### config.mk
export PLATFORM = sky130hd
export DESIGN_NAME = rational_number_alu_top
export DESIGN_NICKNAME = d
export VERILOG_FILES = /design/src/hw/rtl/rna_pkg.sv /design/src/hw/rtl/rna_front.sv /design/src/hw/rtl/rna_queue.sv /design/src/hw/rtl/rna_back.sv /design/src/hw/rtl/rational_number_alu_top.sv
export SDC_FILE = /design/constraint.sdc
export NUM_CORES = 2
export LEC_CHECK = 0
export ABC_AREA = 1
export BUFFER_PORTS_ARGS = -buffer_cell sky130_fd_sc_hd__buf_2
export CELL_PAD_IN_SITES_DETAIL_PLACEMENT = 1
export CELL_PAD_IN_SITES_GLOBAL_PLACEMENT = 1
export CORE_ASPECT_RATIO = 1.5
export CORE_UTILIZATION = 49
export DETAILED_ROUTE_END_ITERATION = 10
export MAX_ROUTING_LAYER = met4
export PLACE_DENSITY_LB_ADDON = 0.2
export REMOVE_ABC_BUFFERS = 1
export SKIP_LAST_GASP = 1
export SLEW_MARGIN = 15
export SYNTH_ARGS = -nofsm -noshare
export SYNTH_HDL_FRONTEND = slang
export SYNTH_SLANG_ARGS = --single-unit
export TNS_END_PERCENT = 5
### constraint.sdc
create_clock -name clk -period 11.3 [get_ports clk]
set_clock_uncertainty 0.2 [all_clocks]
set_input_delay 2.825 -clock clk [delete_from_list [all_inputs] [get_ports clk]]
set_output_delay 2.825 -clock clk [all_outputs]
set_load 0.01 [all_outputs]
### src/hw/rtl/rna_pkg.sv
package rna_pkg;

	// fixed field widths of the stream payload
	localparam int FIELD_BITS     = 16;
	localparam int NUM_BITS       = 33;
	localparam int DEN_BITS       = 32;
	localparam int INT_BITS       = 17;
	localparam int FUNC_BITS      = 3;
	localparam int IN_TDATA_BITS  = 72;
	localparam int OUT_TDATA_BITS = 88;

	localparam int DEF_VALUE_BITS = 16;
	localparam int QUEUE_DEPTH    = 2;

	// operation select codes
	localparam logic [FUNC_BITS-1:0] FUNC_MAKE       = 3'd0;
	localparam logic [FUNC_BITS-1:0] FUNC_ADD        = 3'd1;
	localparam logic [FUNC_BITS-1:0] FUNC_ADD_REDUCE = 3'd2;
	localparam logic [FUNC_BITS-1:0] FUNC_MUL        = 3'd3;
	localparam logic [FUNC_BITS-1:0] FUNC_EQUAL      = 3'd4;
	localparam logic [FUNC_BITS-1:0] FUNC_NOT_EQUAL  = 3'd5;
	localparam logic [FUNC_BITS-1:0] FUNC_TO_INT     = 3'd6;

	// work classes handed from the front to the back
	typedef enum logic [3:0] {
		K_NONE,     // all-zero result
		K_EMPTY,    // empty fraction
		K_INTNEG,   // to_int of an empty or zero-denominator operand
		K_MAKE,
		K_ADD,
		K_ADDR,
		K_MUL,
		K_EQ,
		K_NEQ,
		K_INT
	} kind_t;

	typedef struct packed {
		kind_t                 kind;
		logic [FIELD_BITS-1:0] a_num;
		logic [FIELD_BITS-1:0] a_den;
		logic [FIELD_BITS-1:0] b_num;
		logic [FIELD_BITS-1:0] b_den;
	} cmd_t;

	typedef struct packed {
		logic [INT_BITS-1:0] ival;
		logic                flag;
		logic                empty;
		logic [DEN_BITS-1:0] den;
		logic [NUM_BITS-1:0] num;
	} res_t;

endpackage

### src/hw/rtl/rna_front.sv
module rna_front import rna_pkg::*; #(
	parameter int VALUE_BITS = DEF_VALUE_BITS
) (
	input  logic                     s_tvalid,
	output logic                     s_tready,
	input  logic [IN_TDATA_BITS-1:0] s_tdata,
	input  logic [FUNC_BITS-1:0]     s_tuser,
	input  logic                     q_full,
	output logic                     q_push,
	output cmd_t                     q_cmd
);

	localparam logic [FIELD_BITS-1:0] VMASK = (VALUE_BITS >= FIELD_BITS) ? {FIELD_BITS{1'b1}} :
		FIELD_BITS'((64'd1 << VALUE_BITS) - 64'd1);

	logic [FIELD_BITS-1:0] an, ad, bn, bd;
	logic                  ae, be, any_empty;

	assign an = s_tdata[15:0] & VMASK;
	assign ad = s_tdata[31:16] & VMASK;
	assign ae = s_tdata[32];
	assign bn = s_tdata[48:33] & VMASK;
	assign bd = s_tdata[64:49] & VMASK;
	assign be = s_tdata[65];
	assign any_empty = ae || be;

	assign s_tready = !q_full;
	assign q_push   = s_tvalid && !q_full;

	always_comb begin
		q_cmd.a_num = an;
		q_cmd.a_den = ad;
		q_cmd.b_num = bn;
		q_cmd.b_den = bd;
		case (s_tuser)
			FUNC_MAKE:       q_cmd.kind = (ad == '0) ? K_EMPTY : K_MAKE;
			FUNC_ADD:        q_cmd.kind = any_empty ? K_EMPTY : K_ADD;
			FUNC_ADD_REDUCE: q_cmd.kind = any_empty ? K_EMPTY : K_ADDR;
			FUNC_MUL:        q_cmd.kind = any_empty ? K_EMPTY : K_MUL;
			FUNC_EQUAL:      q_cmd.kind = any_empty ? K_NONE : K_EQ;
			FUNC_NOT_EQUAL:  q_cmd.kind = any_empty ? K_NONE : K_NEQ;
			FUNC_TO_INT:     q_cmd.kind = (ae || ad == '0) ? K_INTNEG : K_INT;
			default:         q_cmd.kind = K_NONE;
		endcase
	end

endmodule

### src/hw/rtl/rna_queue.sv
module rna_queue import rna_pkg::*; #(
	parameter int DEPTH = QUEUE_DEPTH   // at least 2
) (
	input  logic clk,
	input  logic arst_n,
	input  logic push,
	input  cmd_t push_cmd,
	input  logic pop,
	output cmd_t pop_cmd,
	output logic full,
	output logic empty
);

	localparam int AW = $clog2(DEPTH);
	localparam int CW = $clog2(DEPTH + 1);
	localparam logic [AW-1:0] LAST = AW'(DEPTH - 1);

	cmd_t          mem_q [DEPTH];
	logic [AW-1:0] wr_q, rd_q;
	logic [CW-1:0] cnt_q;
	logic          do_push, do_pop;

	assign full    = (cnt_q == CW'(DEPTH));
	assign empty   = (cnt_q == '0);
	assign do_push = push && !full;
	assign do_pop  = pop && !empty;
	assign pop_cmd = mem_q[rd_q];

	always_ff @(posedge clk) begin
		if (do_push) mem_q[wr_q] <= push_cmd;
	end

	always_ff @(posedge clk or negedge arst_n) begin
		if (!arst_n) begin
			wr_q  <= '0;
			rd_q  <= '0;
			cnt_q <= '0;
		end else begin
			if (do_push) wr_q <= (wr_q == LAST) ? '0 : wr_q + 1'b1;
			if (do_pop)  rd_q <= (rd_q == LAST) ? '0 : rd_q + 1'b1;
			if (do_push && !do_pop)      cnt_q <= cnt_q + 1'b1;
			else if (do_pop && !do_push) cnt_q <= cnt_q - 1'b1;
		end
	end

endmodule

### src/hw/rtl/rna_back.sv
module rna_back import rna_pkg::*; #(
	parameter int VALUE_BITS = DEF_VALUE_BITS
) (
	input  logic clk,
	input  logic arst_n,
	input  logic q_empty,
	input  cmd_t q_cmd,
	output logic q_pop,
	output logic res_valid,
	input  logic res_ready,
	output res_t res
);

	localparam int OPW = (VALUE_BITS < FIELD_BITS) ? VALUE_BITS : FIELD_BITS;
	localparam int PW  = 2 * OPW;        // product width
	localparam int NW  = PW + 1;         // sum width
	localparam int KW  = $clog2(NW);
	localparam int CW  = $clog2(NW + 1);

	typedef enum logic [5:0] {
		ST_IDLE = 6'b000001,
		ST_MUL  = 6'b000010,
		ST_RED  = 6'b000100,
		ST_GCD  = 6'b001000,
		ST_DIV  = 6'b010000,
		ST_OUT  = 6'b100000
	} state_t;

	state_t         state_q;
	kind_t          kind_q;
	logic [OPW-1:0] an_q, ad_q, bn_q, bd_q;
	logic [1:0]     step_q;
	logic [PW-1:0]  prod_q;
	logic [NW-1:0]  x_q, y_q, u_q, v_q, d_q;
	logic [KW-1:0]  k_q;
	logic [NW:0]    rx_q, ry_q;
	logic [CW-1:0]  cnt_q;
	logic           flag_q;
	logic           res_valid_q;
	res_t           res_q;

	logic [OPW-1:0] ma, mb;
	logic [PW-1:0]  mul;
	logic [NW-1:0]  g;
	logic [NW:0]    rx_sh, ry_sh;
	logic           qx, qy;
	logic           out_free;
	res_t           res_d;

	// one shared multiplier, operand pair picked by step
	always_comb begin
		case (step_q)
			2'd0: begin
				ma = an_q;
				mb = (kind_q == K_MUL) ? bn_q : bd_q;
			end
			2'd1: begin
				ma = ad_q;
				mb = (kind_q == K_MUL) ? bd_q : bn_q;
			end
			default: begin
				ma = ad_q;
				mb = bd_q;
			end
		endcase
	end
	assign mul = PW'(ma) * PW'(mb);

	assign g = u_q << k_q;

	// restoring divider, two dividends over a shared divisor
	assign rx_sh = {rx_q[NW-1:0], x_q[NW-1]};
	assign ry_sh = {ry_q[NW-1:0], y_q[NW-1]};
	assign qx    = (rx_sh >= {1'b0, d_q});
	assign qy    = (ry_sh >= {1'b0, d_q});

	assign out_free = !res_valid_q || res_ready;
	assign q_pop    = (state_q == ST_IDLE) && !q_empty;

	always_comb begin
		res_d = '0;
		case (kind_q)
			K_EMPTY:  res_d.empty = 1'b1;
			K_INTNEG: res_d.ival = '1;
			K_INT:    res_d.ival = INT_BITS'(x_q[OPW-1:0]);
			K_EQ, K_NEQ: res_d.flag = flag_q;
			K_MAKE, K_ADD, K_ADDR, K_MUL: begin
				res_d.num = NUM_BITS'(x_q);
				res_d.den = DEN_BITS'(y_q[PW-1:0]);
			end
			default: res_d = '0;
		endcase
	end

	always_ff @(posedge clk) begin
		case (state_q)
			ST_IDLE: begin
				if (!q_empty) begin
					kind_q <= q_cmd.kind;
					an_q   <= q_cmd.a_num[OPW-1:0];
					ad_q   <= q_cmd.a_den[OPW-1:0];
					bn_q   <= q_cmd.b_num[OPW-1:0];
					bd_q   <= q_cmd.b_den[OPW-1:0];
					x_q    <= NW'(q_cmd.a_num[OPW-1:0]);
					y_q    <= (q_cmd.kind == K_INT) ? '0 : NW'(q_cmd.a_den[OPW-1:0]);
					d_q    <= NW'(q_cmd.a_den[OPW-1:0]);
					rx_q   <= '0;
					ry_q   <= '0;
				end
			end
			ST_MUL: begin
				prod_q <= mul;
				case (step_q)
					2'd1: x_q <= NW'(prod_q);
					2'd2: begin
						if (kind_q == K_ADD || kind_q == K_ADDR) x_q <= x_q + NW'(prod_q);
						if (kind_q == K_MUL) y_q <= NW'(prod_q);
						flag_q <= (x_q[PW-1:0] == prod_q) ^ (kind_q == K_NEQ);
					end
					2'd3: y_q <= NW'(prod_q);
					default: ;
				endcase
			end
			ST_RED: begin
				u_q <= x_q;
				v_q <= y_q;
				k_q <= '0;
			end
			ST_GCD: begin
				if (u_q == v_q) begin
					d_q  <= g;
					rx_q <= '0;
					ry_q <= '0;
				end else if (!u_q[0] && !v_q[0]) begin
					u_q <= u_q >> 1;
					v_q <= v_q >> 1;
					k_q <= k_q + 1'b1;
				end else if (!u_q[0]) begin
					u_q <= u_q >> 1;
				end else if (!v_q[0]) begin
					v_q <= v_q >> 1;
				end else if (u_q > v_q) begin
					u_q <= (u_q - v_q) >> 1;
				end else begin
					v_q <= (v_q - u_q) >> 1;
				end
			end
			ST_DIV: begin
				rx_q <= qx ? rx_sh - {1'b0, d_q} : rx_sh;
				ry_q <= qy ? ry_sh - {1'b0, d_q} : ry_sh;
				x_q  <= {x_q[NW-2:0], qx};
				y_q  <= {y_q[NW-2:0], qy};
			end
			default: ;
		endcase
		if (state_q == ST_OUT && out_free) res_q <= res_d;
	end

	always_ff @(posedge clk or negedge arst_n) begin
		if (!arst_n) begin
			state_q     <= ST_IDLE;
			step_q      <= '0;
			cnt_q       <= '0;
			res_valid_q <= 1'b0;
		end else begin
			if (state_q == ST_OUT && out_free) res_valid_q <= 1'b1;
			else if (res_ready)                res_valid_q <= 1'b0;
			case (state_q)
				ST_IDLE: begin
					step_q <= '0;
					cnt_q  <= '0;
					if (!q_empty) begin
						case (q_cmd.kind)
							K_MAKE:  state_q <= ST_RED;
							K_INT:   state_q <= ST_DIV;
							K_ADD, K_ADDR, K_MUL, K_EQ, K_NEQ: state_q <= ST_MUL;
							default: state_q <= ST_OUT;
						endcase
					end
				end
				ST_MUL: begin
					step_q <= step_q + 1'b1;
					if (step_q == 2'd2 && (kind_q == K_EQ || kind_q == K_NEQ))
						state_q <= ST_OUT;
					else if (step_q == 2'd3)
						state_q <= (kind_q == K_ADDR) ? ST_RED : ST_OUT;
				end
				ST_RED: begin
					// a zero on either side keeps the pair as is
					state_q <= (x_q == '0 || y_q == '0) ? ST_OUT : ST_GCD;
				end
				ST_GCD: begin
					if (u_q == v_q) state_q <= (g == NW'(1)) ? ST_OUT : ST_DIV;
				end
				ST_DIV: begin
					cnt_q <= cnt_q + 1'b1;
					if (cnt_q == CW'(NW - 1)) state_q <= ST_OUT;
				end
				ST_OUT: begin
					if (out_free) state_q <= ST_IDLE;
				end
				default: state_q <= ST_IDLE;
			endcase
		end
	end

	assign res_valid = res_valid_q;
	assign res       = res_q;

endmodule

### src/hw/rtl/rational_number_alu_top.sv
// Channel  Dir  Signals                     Contents (lowest bit first)
// s        in   s_tvalid/s_tready/s_tdata   a_num, a_den, a_empty, b_num, b_den, b_empty
//                 s_tuser                   func
// m        out  m_tvalid/m_tready/m_tdata   res_num, res_den, res_empty, res_flag, res_int
//
// One result per input transfer, in order. The front decodes func and queues the item
// (two entries), so input goes on while the back works or the output stalls, till full.
// Add, mul, the compares and add_reduce use the shared multiplier; make and add_reduce
// may then run the binary GCD loop, one step a cycle, and the restoring divider, one
// quotient bit a cycle over 2*min(VALUE_BITS,16)+1 bits; to_int uses the divider alone.
// arst_n clears the queue pointers, the sequencer and the output valid; no clearing pass.
// m_tdata holds while m_tvalid is high and m_tready low.
module rational_number_alu_top import rna_pkg::*; #(
	parameter int VALUE_BITS = DEF_VALUE_BITS   // 4 .. 32, operands use the low bits
) (
	input  logic                      clk,
	input  logic                      arst_n,
	input  logic                      s_tvalid,
	output logic                      s_tready,
	// [15:0] a_num, [31:16] a_den, [32] a_empty, [48:33] b_num, [64:49] b_den,
	// [65] b_empty, rest zero
	input  logic [IN_TDATA_BITS-1:0]  s_tdata,
	// [2:0] func
	input  logic [FUNC_BITS-1:0]      s_tuser,
	output logic                      m_tvalid,
	input  logic                      m_tready,
	// [32:0] res_num, [64:33] res_den, [65] res_empty, [66] res_flag,
	// [83:67] res_int, rest zero
	output logic [OUT_TDATA_BITS-1:0] m_tdata
);

	cmd_t push_cmd, pop_cmd;
	logic q_push, q_pop, q_full, q_empty;
	res_t res;

	// front: decode and classify
	rna_front #(.VALUE_BITS(VALUE_BITS)) u_front (
		.s_tvalid (s_tvalid),
		.s_tready (s_tready),
		.s_tdata  (s_tdata),
		.s_tuser  (s_tuser),
		.q_full   (q_full),
		.q_push   (q_push),
		.q_cmd    (push_cmd)
	);

	// short queue between front and back
	rna_queue #(.DEPTH(QUEUE_DEPTH)) u_queue (
		.clk      (clk),
		.arst_n   (arst_n),
		.push     (q_push),
		.push_cmd (push_cmd),
		.pop      (q_pop),
		.pop_cmd  (pop_cmd),
		.full     (q_full),
		.empty    (q_empty)
	);

	// back: multiply, reduce, divide, register the result
	rna_back #(.VALUE_BITS(VALUE_BITS)) u_back (
		.clk       (clk),
		.arst_n    (arst_n),
		.q_empty   (q_empty),
		.q_cmd     (pop_cmd),
		.q_pop     (q_pop),
		.res_valid (m_tvalid),
		.res_ready (m_tready),
		.res       (res)
	);

	assign m_tdata = {{(OUT_TDATA_BITS - $bits(res_t)){1'b0}}, res};

endmodule

[Word-level counts from Yosys, hierarchy flattened]
Memories as Yosys holds them, arrays and structs flattened.
Index checks and enable logic that the tools add are counted.
Storage, ports and cells
  flip-flop bits (word level): 441
  memory bits (writable): 136
  bits of input ports: 79
  output and inout bits: 90
  logic and storage cells: 219
  memories kept: 1
Memory list
  u_queue.mem_q: depth 2, bits a word 68, read ports 1, clocked after memory_dff 0, write ports 1, RTL line rna_queue.sv:18  | cmd_t mem_q [DEPTH];
Operators by class
  add/subtract/negate cells: 12
  $mul: 1
  magnitude comparators: 3
  eq/ne operators: 51
  shift operators: 1
  muxes and demuxes: 68
  bitwise operators: 2
  reductions and logical operators: 51
Operators with widths (count)
  33-bit 2-to-1 mux: 20
  33-bit one-hot mux with 3 select lines: 4
  33-bit one-hot mux with 2 select lines: 5
  33-bit subtractor: 4
  34-bit by 33-bit >= comparator with 1-bit output: 2
  33-bit logical NOT: 2
  6-bit 2-to-1 mux: 11
  16-bit 2-to-1 mux: 4
  6-bit one-hot mux with 6 select lines: 1
  17-bit one-hot mux with 2 select lines: 1
  33-bit by 32-bit adder with 33-bit output: 1
  33-bit by 1-bit equality test with 1-bit output, second input constant: 1
  33-bit equality test: 1
  33-bit greater-than comparator: 1
  33-bit by 6-bit << shifter with 33-bit output: 1
  32-bit equality test: 1
  4-bit by 3-bit equality test with 1-bit output, second input constant: 8
  16-bit by 16-bit multiplier with 32-bit output: 1
  16-bit one-hot mux with 2 select lines: 1
  4-bit one-hot mux with 7 select lines: 1
  6-bit one-hot mux with 2 select lines: 2
  6-bit one-hot mux with 3 select lines: 1
  4-bit equality test, second input constant: 4
  16-bit logical NOT: 1
  other kinds (43): 110

[Logic depth before layout (Yosys ltp)]
  depth in word-level cells: 8
  mapped depth: 35
  mapped depth without buffers: 33

[Hierarchy]
Synthesis repeated with hierarchy kept, for this count alone.
Unflattened totals
  cell total of the unflattened synthesis: 5242
  area total of the unflattened synthesis: 44634.1 um2
Modules (own cells, without submodules)
  rna_back: instances 1, cells each 4747, area an instance 38759.7 um2, seq. area each 13048.8 um2
  rna_queue: instances 1, cells each 387, area an instance 5180.0 um2, seq. area each 4184.0 um2
  rna_front: instances 1, cells each 103, area an instance 660.6 um2, seq. area each 0.0 um2
  rational_number_alu_top: instances 1, cells each 5, area an instance 33.8 um2, seq. area each 0.0 um2

[Worst setup path before layout]
OpenSTA, ideal clock, no wires.
  kind: register -> register
  from: register u_back.state_q[2]
  to: register u_back.x_q[0] (enable)
  arrival: 7.263 ns
  required time: 10.616 ns
  slack: 3.353 ns
  stages on the path, launching flop included: 6
  path buffers: 0
  clock period less this slack: 7.947 ns
  cell sequence: dfrtp_1 -> nor2_1 -> nand4_1 -> a21oi_1 -> nor2_1 -> a311oi_1
On the way
  cells in the longest elaborated chain, start to end: 3
  elaborated cells on any way between the ends: 8
  those cells by class: 6 x eq/ne; 2 x reduce/logical
RTL lines
  from (decl): RTL line rna_back.sv:29  | state_t state_q;
  from (signal assigned): RTL line rna_back.sv:186  | state_q <= (kind_q == K_ADDR) ? ST_RED : ST_OUT;
  from (signal assigned): RTL line rna_back.sv:190  | state_q <= (x_q == '0 || y_q == '0) ? ST_OUT : ST_GCD;
  from (signal assigned): RTL line rna_back.sv:193  | if (u_q == v_q) state_q <= (g == NW'(1)) ? ST_OUT : ST_DIV;
  6-bit by 2-bit equality test with 1-bit output (tied with other cells): RTL line rna_back.sv:96  | case (state_q)
  3-bit by 2-bit inequality test with 1-bit output (no source line) (tied with other cells)
  4-bit AND reduction (no source line) (*)
  to (signal assigned): RTL line rna_back.sv:104  | x_q <= NW'(q_cmd.a_num[OPW-1:0]);
  to (signal assigned): RTL line rna_back.sv:114  | 2'd1: x_q <= NW'(prod_q);
  to (signal assigned): RTL line rna_back.sv:116  | if (kind_q == K_ADD || kind_q == K_ADDR) x_q <= x_q + NW'(prod_q);
  to (decl): RTL line rna_back.sv:34  | logic [NW-1:0] x_q, y_q, u_q, v_q, d_q;
Every way passes the cells marked *; elsewhere a longest branch is shown, timed or not.
A chain may end at the register's enable or synchronous reset.

[Worst setup path after layout]
  from: register u_back.step_q[0]
  to: register u_back.prod_q[28] (data pin)
On the way
  cells in the longest elaborated chain, start to end: 3
  elaborated cells on any way between the ends: 5
  those cells by class: 1 x mul; 1 x eq/ne; 2 x mux; 1 x reduce/logical
RTL lines
  from (decl): RTL line rna_back.sv:32  | logic [1:0] step_q;
  from (signal assigned): RTL line rna_back.sv:182  | step_q <= step_q + 1'b1;
  2-bit by 1-bit equality test with 1-bit output or 2-bit logical NOT (tied branches): RTL line rna_back.sv:52  | case (step_q)
  16-bit one-hot mux with 2 select lines or 16-bit 2-to-1 mux (tied branches): RTL line rna_back.sv:52
  16-bit by 16-bit multiplier with 32-bit output (*): RTL line rna_back.sv:67  | assign mul = PW'(ma) * PW'(mb);
  net u_back.mul[28]: RTL line rna_back.sv:43  | logic [PW-1:0] mul;
  to (signal assigned): RTL line rna_back.sv:112  | prod_q <= mul;
  to (decl): RTL line rna_back.sv:33  | logic [PW-1:0] prod_q;
The timed path passes the listed nets; every way through them passes the cells marked *.

==> reports/summary.md <==
The root buffer cell was clkbuf_16. Counting flops with a built-in enable in the synthesized netlist gives 558. In this run, post-CTS hold repair placed 0 buffers. The tool flagged a number of max-cap violations equal to 0.

TritonCTS created 60 clock buffers. In this run the critical register-to-register path is captured at u_back.prod_q[28]. For this run the aggregate overflow at the end of global routing stands at 0. Among all flip-flop cells after synthesis, the most frequent one is edfxtp_1. Global routing consumed, over all layers together, 38.3% of the routing resources. The die covers 90900 sq um. The final critical path takes up 79.0% of the cycle.

Summed over all failing endpoints, the final setup total negative slack is 0 ns. The initialized floorplan defines 134 standard-cell rows. The logs give 5180 for the number of instances in the synthesized netlist and 37900 for the total via count in the routed design. The layout-stage area growth over the synthesis result is 9.34%, and the total detailed-routing wirelength is 168000 um.

Summed over its instances, the top area cell type makes up 38.1% of the synthesized netlist area. After the first detailed-routing iteration, the DRC count stood at 2222. In this run the number of H-tree levels came out at 2. The startpoint identified for the worst register-to-register timing path is u_back.step_q[0]. At the pin with the least slew margin, the transition time is 1.19 ns. The routed length per instance came out at 25.9 um.

The logs give 10600 for the count of filler cells inserted in the layout and 39.2% for the proportion of synthesized chip area in sequential cells. The worst hold path was traced through 2 stages. After synthesis, the netlist uses 69 different library cells.

Required time at the endpoint of the critical path: 11.58 ns. Fraction of final layout cells with drive strength greater than 1: 8.12%. 169 I/O pins were placed. Startpoint-to-endpoint class of the critical path: register to register. After synthesis the netlist holds a flip-flop and latch count of 577.

TritonCTS built the clock tree. The most frequent standard cell in the layout excluding fill and tap cells is nand2_1. After detailed placement, the design holds a cell count of 6376. In the layout the commonest cells are 1061 x nand2_1, 738 x inv_1, 558 x edfxtp_1. In this run the cell area measured after placement is 45900 sq um.

Post-synthesis area per instance: 8.48 sq um. The via count of the first global-routing pass was 41500. Setup repair after global routing left no endpoint under its margin. The via-per-instance ratio was 5.83.

During synthesis, Yosys emitted a total of 0 warnings. The total area inside the core boundary comes to 88900 sq um. At the end of the flow the core is filled with cells to 54.1%. The die is 247 um wide.

The tools report the sink of the worst hold path as u_back.bn_q[1]. In this run the worst path has a maximum fanout of 33. The number of setup buffers added after CTS is 0.

The run gives 0 as the number of nets still failing antenna checks after routing. Routability-driven placement finished with a final weighted congestion of 1.00. After synthesis, the cell types taking the most area are edfxtp_1 38%, fa_1 9.1%, nand2_1 9.1%.

Entering global routing, the biggest net connects 72 pins. The initial standard-cell utilization of the core was 49.5%; the die height was 369 um. The depth of the worst register-to-register path was 34; the post-synthesis async set-or-reset flop share was 3.29%. After clock tree synthesis, the repair step resized 0 gates. The buffer levels on the longest clock path was 3; the clock transition at the registers of the reported paths was 0.07 ns.

The later pin in the worst-skew pair is clocked with a latency of 0.70 ns. Setup violations remaining at the end of the flow were counted as 0. After the flow finishes, the layout carries non-filler instances totaling 6496. Measured against its own limit, the worst slew margin works out to 19.2%.

For this run, the slowest stage of the critical path takes 0.59 ns. The synthesized design spends more area on one cell type than any other, namely edfxtp_1. Counting every sink on the clock net gives 577. The worst setup path is launched from a register. The logs give 43900 sq um for the area of the mapped netlist and 5 for the number of antenna violations at the first check in global routing. The number of remaining DRC errors is 0. Kind of capture point of the worst setup path: a register.

For this design, the slowest cell found on the critical path is a21oi_1. Counting I/O delays and the setup requirement, the final critical path takes 8.92 ns. The max-slew violation count came out at 0. After routing the design area is 48000 sq um. Timing would allow up to 112 MHz. The flow ran to the end, and the final reports show no timing, DRC or antenna violations. For the global-route wire length before repair, the log shows 249000 um. Start point of the worst hold path: u_queue.mem_q[0][17]. For this run, the post-layout net count is 5836. For the data arrival time at the worst-slack endpoint, the log shows 9.20 ns.

Number of hold violations in the final report: 0. The run gives 134000 um as the HPWL reported at the end of detailed placement. The worst min-delay path category was register to register. Buffers placed on the I/O ports in this run total 158. The dominant cell type by count on the critical path was inv_1. The tools report the number of optimization iterations in the first detailed-route pass as 5. For the setup slack of the worst register-to-register path, the log shows 2.38 ns.
cell usage after synthesis (59+ instances only):
cell      number
clkbuf_1      94
xor2_1        94
ha_1         276
nand2_1     1061
a21oi_1      344
nor2_1       528
edfxtp_1     558
fa_1         199
inv_1        741
nand3_1      311
o21ai_1       59
o21ai_0      292
metal layers:
layer	up-vias	GRT usage (%)	wire length, um
li1	17500	-	-
met1	18800	35.1	55400
met2	1070	70.0	89800
met3	532	4.78	6880
met4	0	30.9	16400
met5	-	-	0
worst max path at each step:
| stage | from | to | slack, ns | depth (start not counted) |
|---|---|---|---|---|
| after floorplan | u_back.state_q[2] | u_back.x_q[0] | 3.35 | 5 |
| after global placement | u_back.step_q[0] | u_back.prod_q[28] | 2.94 | 34 |
| after detailed placement | u_back.step_q[0] | u_back.prod_q[28] | 2.79 | 34 |
| after CTS | u_back.step_q[0] | u_back.prod_q[28] | 2.48 | 34 |
| after global routing | u_back.step_q[0] | u_back.prod_q[28] | 2.02 | 34 |
| final | u_back.step_q[0] | u_back.prod_q[28] | 2.38 | 34 |
kinds of logic (layout without fill, tap and decap cells):
logic type / count (synthesis) / after routing / synth area share, %
simple gates: 2095 / 2095 / 20.0
compound gates: 948 / 948 / 12.4
buf+inv: 936 / 1087 / 8.48
flops: 577 / 577 / 39.2
fa+ha+maj: 475 / 475 / 16.9
xor+xnor: 148 / 148 / 2.95
other cells: 1 / 10 / 0.00853
per-stage QoR:
step	hold WS, ns	worst slack [ns]
after global placement	0.283	2.94
after detailed placement	0.305	2.79
after floorplan	0.268	3.35
final	0.317	2.38
after global routing	0.325	2.02
after CTS	0.319	2.48
layout make-up:
cell class	instances	area [sq um]	area share [%]
timing repair buffer	214	1210	2.52
clock buffer	68	1530	3.19
tap	1156	1450	3.01
multi-input combinational	3670	23100	48.2
inverter	759	2850	5.93
antenna	6	15.0	0.0312
sequential	577	17200	35.9
clock inverter	46	616	1.28
flip-flops by register name, indices dropped and copies added (netlist names), 33 cells and up:
register / flops
u_back.rx_q: 33
u_back.y_q: 33
u_back.x_q: 33
u_back.u_q: 33
u_queue.mem_q: 136
u_back.v_q: 33
u_back.ry_q: 33
u_back.res: 84
u_back.d_q: 33
critical path: cells and delay by family (launching register included):
kind	cells	cell delay, ns
flip-flops	1	0.41
XOR/XNOR	1	0.19
AO/OA/AOI/OAI	3	1.10
buffers and inverters	10	1.69
adder cells (fa/ha/maj)	8	3.58
AND/OR/NAND/NOR	12	1.49
Power is not shown: default switching activity piles up to over one toggle a cycle in this logic, so the estimate is an artifact.
